--- src/rtl/pwesr_pkg.sv ---
// Shared types, constants and the functions that build the exponential table for the setpoint-ramp PID.
`timescale 1ns / 1ps
`default_nettype none
package pwesr_pkg;

  localparam int ExpTableDepthDefault = 64;

  // Configuration register indexes.
  localparam logic [2:0] RegKp     = 3'd0;
  localparam logic [2:0] RegKi     = 3'd1;
  localparam logic [2:0] RegKd     = 3'd2;
  localparam logic [2:0] RegOutLow = 3'd3;
  localparam logic [2:0] RegOutHi  = 3'd4;
  localparam logic [2:0] RegTarget = 3'd5;
  localparam logic [2:0] RegRate   = 3'd6;
  localparam logic [2:0] RegMode   = 3'd7;

  localparam logic [31:0] OutHighReset = 32'h00FF_0000;
  localparam logic [13:0] IntegralFrac = 14'd9830;

  // Input command codes.
  localparam logic CmdCompute = 1'b0;
  localparam logic CmdRestart = 1'b1;

  // One classified item handed from the front part to the back part.
  typedef struct packed {
    logic        restart;
    logic        active;
    logic [15:0] measurement;
    logic [15:0] elapsed_ms;
  } pwesr_item_t;

  // Base ratio exp(-16/depth) in Q2.30 from a truncated 25-term series.
  function automatic logic [63:0] exp_base(input int depth);
    logic [63:0] s;
    logic [63:0] term;
    logic signed [63:0] b;
    s = (64'd16 << 30) / 64'(depth);
    term = 64'd1 << 30;
    b = $signed(term);
    for (int n = 1; n <= 24; n++) begin
      term = ((term * s) >> 30) / 64'(n);
      if (n % 2 == 1) b = b - $signed(term);
      else b = b + $signed(term);
    end
    if (b < 0) b = '0;
    return b;
  endfunction

  // Table entry k in Q2.30, built by repeated rounded multiplication.
  function automatic logic [31:0] exp_entry(input int depth, input int k);
    logic [63:0] b;
    logic [63:0] e;
    b = exp_base(depth);
    e = 64'd1 << 30;
    for (int i = 1; i <= k; i++) begin
      e = ((e * b) + (64'd1 << 29)) >> 30;
    end
    return e[31:0];
  endfunction

endpackage
`default_nettype wire

--- src/rtl/pwesr_front.sv ---
// Front part: accepts items, classifies them and queues them for the back part.
`timescale 1ns / 1ps
`default_nettype none
module pwesr_front
  import pwesr_pkg::*;
(
  input  wire logic        clk,
  input  wire logic        rst,
  input  wire logic        in_valid,
  output logic             in_ready,
  input  wire logic        in_cmd,
  input  wire logic [15:0] in_measurement,
  input  wire logic [15:0] in_elapsed,
  input  wire logic        automatic_on,
  output logic             q_valid,
  input  wire logic        q_ready,
  output pwesr_item_t      q_item
);

  // Two-entry queue.
  pwesr_item_t slot [2];
  logic        wr_ptr;
  logic        rd_ptr;
  logic [1:0]  fill;
  logic        push;
  logic        pop;

  assign in_ready = (fill != 2'd2);
  assign push     = in_valid && in_ready;
  assign q_valid  = (fill != 2'd0);
  assign pop      = q_valid && q_ready;
  assign q_item   = slot[rd_ptr];

  always_ff @(posedge clk) begin
    if (rst) begin
      wr_ptr <= 1'b0;
      rd_ptr <= 1'b0;
      fill   <= 2'd0;
    end else begin
      if (push) wr_ptr <= ~wr_ptr;
      if (pop) rd_ptr <= ~rd_ptr;
      fill <= fill + {1'b0, push} - {1'b0, pop};
    end
  end

  // Classify at entry; the user must keep the mode stable while items are outstanding (not enforced here).
  always_ff @(posedge clk) begin
    if (push) begin
      slot[wr_ptr].restart     <= (in_cmd == CmdRestart);
      slot[wr_ptr].active      <= (in_cmd == CmdCompute) && automatic_on;
      slot[wr_ptr].measurement <= in_measurement;
      slot[wr_ptr].elapsed_ms  <= in_elapsed;
    end
  end

endmodule
`default_nettype wire

--- config.mk ---
export PLATFORM = sky130hd
export DESIGN_NAME = pwesr_front
export DESIGN_NICKNAME = d
export VERILOG_FILES = /design/src/rtl/pwesr_pkg.sv /design/src/rtl/pwesr_front.sv
export SDC_FILE = /design/constraint.sdc
export NUM_CORES = 1
export LEC_CHECK = 0
export BUFFER_PORTS_ARGS = -buffer_cell sky130_fd_sc_hd__buf_2
export CORE_MARGIN = 4
export CORE_UTILIZATION = 43
export DETAILED_ROUTE_END_ITERATION = 7
export PLACE_DENSITY = 0.67
export SLEW_MARGIN = 20
export SYNTH_ARGS = -nofsm -noshare
export SYNTH_HDL_FRONTEND = slang
export SYNTH_SLANG_ARGS = --single-unit
--- constraint.sdc ---
create_clock -name clk -period 2.79 [get_ports clk]
set_input_delay 0.279 -clock clk [delete_from_list [all_inputs] [get_ports clk]]
set_output_delay 0.279 -clock clk [all_outputs]
set_load 0.02 [all_outputs]
==> flow_metrics.tcl <==
set metrics [dict create \
    max_slew_margin_pct 44.67 \
    status "finished, final reports clean" \
    die_w_um 89.08 \
    firstDrtPassIters 4 \
    synth_edf_count 68 \
    ir_drop_v 0.0006159 \
    synth-simple-area-share_pct 2.302 \
    cts_tree "built" \
    synth_top_family_by_area "multiplexers" \
    synth_compound_area_share_pct 0.3099 \
    synthTopCellsByCount "edfxtp_1, mux2_4, dfxtp_1, nor2_1" \
    clkTransAtPathRegs_ns 0.07 \
    max_freq_mhz 483.6 \
    io_pins 74 \
    initial_core_util_pct 44.51 \
    synth_top_cell_by_area "edfxtp_1" \
    gp_congestion 0.6510 \
    place_hpwl_um 3298 \
    wl_um 4733 \
    syn_inst 131 \
    place_worst_setup_slack_ns 1.057 \
    vias_per_cell 4.692 \
    syn_avg_cell_area_sq_um 21.58 \
    root_buffer "clkbuf_8" \
    critical_path_class "flip-flop to output pin" \
    cp.arrival_ns 1.79 \
    n_antenna_cell 0 \
    synth-seq-cells 73 \
    min_path_cells 1 \
    fin_ws_ns 0.7222 \
    insertion_delay_ns 0.33 \
    gr-total-overflow 0 \
    async_reset_ff_share_pct 0 \
    cts_resized 0 \
    drcViolationCount 0 \
    grt_pass1_vias 1450 \
    utilization_pct 55.35 \
    cts_buffers 9 \
    instances_no_fill 295 \
    cap_violations 0 \
    synthAdderAreaFrac_pct 0.8853 \
    ant_nets 0 \
    synth_area_sq_um 2826 \
    synth-xor-area-share_pct 0.9296 \
    ff2ff_path_depth 2 \
    place_inst 279 \
    post_dp_cell_area_sq_um 3281 \
    hold_class "primary input to flip-flop" \
    final_layout_size_suffix_gt1_share_pct 57.80 \
    ctsHoldBuffers 0 \
    drtIter0Drc 42 \
    grt_max_degree 35 \
    crit_required_ns 2.51 \
    cts_buffer_depth 2 \
    clock_skew_ns 0.005779 \
    die_h_um 89.08 \
    cts_num_sinks 73 \
    powerDensity_nw_per_um2 949.6 \
    cellLeakagePower_nw 1.398 \
    syn_nets 171 \
    cts_setup_buffers 0 \
    nets 253 \
    place.port_buffers 73 \
    r2r_slack_ns 1.14 \
    num_rows 29 \
    tightest_slew_ns 0.8299 \
    synth_mux_area_share_pct 18.06 \
    synth.distinct_cells 16 \
    fin_crit_sh_pct 74.11 \
    ys_warn_count 0 \
    dieArea_sq_um 7934 \
    core_sq_um 6350 \
    worstSetupStartpointType "flip-flop" \
    ys.flop_type "edfxtp_1" \
    seq_area_frac_synth_pct 75.79 \
    synth_area_leaders "edfxtp_1, mux2_4, dfxtp_1" \
    grtUsageTotal_pct 12.77 \
    h-tree-depth 3 \
    antenna_found_initial 0 \
    stdcell_area_sq_um 3515 \
    post_drt_wl_per_cell_um 16.04 \
    fin_setup_tns_ns 0 \
    grt_pass1_wl_um 7113 \
    end_kind "output pin" \
    drv_slew 0 \
    rsz0062_at_grt "no" \
    setup_violations 0 \
    path_max_fanout 19 \
    hold_violations 0 \
    yosysTopAreaCellShare_pct 72.24 \
    yosysMostFrequentCell "edfxtp_1" \
    vias 1384 \
    period_needed_ns 2.068 \
    syn_to_final_growth_pct 24.35 \
]
[critical path, cell delays in order (launching register included)]
cell and delay [ns]:
dfxtp_2 0.69, buf_12 0.26, mux2_1 0.34, buf_2 0.16
[flip-flops by register name (all words and copies together), names as in the netlist, named ones only]
name    count
wr_ptr      1
rd_ptr      1
fill        2
slot       68
[final timing paths]
path	from	end
max	flip-flop	q_item[2]
max reg2reg	fill[0]	slot[1][18]
min reg2reg	rd_ptr	rd_ptr
min	in_elapsed[8]	slot[1][8]
[cell usage in the layout, fill, tap and decap left out]
cell	count
mux2_1	4
dfxtp_1	4
o21a_2	1
buf_4	1
nand2b_2	1
or2_1	1
buf_12	1
and3_2	1
inv_1	1
clkbuf_8	9
edfxtp_1	68
nor2_4	1
xnor2_1	2
buf_2	73
ha_1	2
clkinv_2	1
bufinv_16	3
nor2_1	4
mux2_4	31
clkinv_1	1
clkbuf_1	1
xor2_1	1
clkinvlp_4	1
nor2b_1	3
nand2_2	1
dfxtp_2	1
[kinds of logic (layout without fill, tap and decap cells)]
family / count (synthesis) / count (layout)
multiplexers: 35 / 35
buffers and inverters: 5 / 92
AND/OR/NAND/NOR: 12 / 12
flip-flops: 73 / 73
XOR/XNOR: 3 / 3
adder cells (fa/ha/maj): 2 / 2
AO/OA/AOI/OAI: 1 / 1
[metrics by stage]
step,hold slack [ns],power (mW)
final,0.1308,3.338
after global routing,0.1031,3.498
after CTS,0.1100,3.386
after detailed placement,0.4714,2.435
after global placement,0.4681,2.416
after floorplan,0.3506,2.173
[where the power goes]
| group | switching [mW] | internal (mW) |
|---|---|---|
| clock network | 0.357 | 0.590 |
| logic | 0.485 | 0.434 |
| registers | 0.0924 | 1.38 |
| total | 0.934 | 2.40 |
[layout make-up]
| class | instances | area (sq um) |
|---|---|---|
| fill | 503 | 2835 |
| sequential | 73 | 2143 |
| multi-input combinational | 53 | 644.4 |
| timing repair buffer | 75 | 392.9 |
| clock buffer | 10 | 127.6 |
| clock inverter | 6 | 106.4 |
| tap | 77 | 96.34 |
| inverter | 1 | 3.754 |
[routing by layer]
metal	track usage, %	up-vias	wire length (um)
met5	0	-	0
met3	3.687	8	322
li1	-	665	-
met1	15.06	665	1867
met2	20.51	46	2439
met4	8.119	0	104
(Power assumes the default switching activity.)
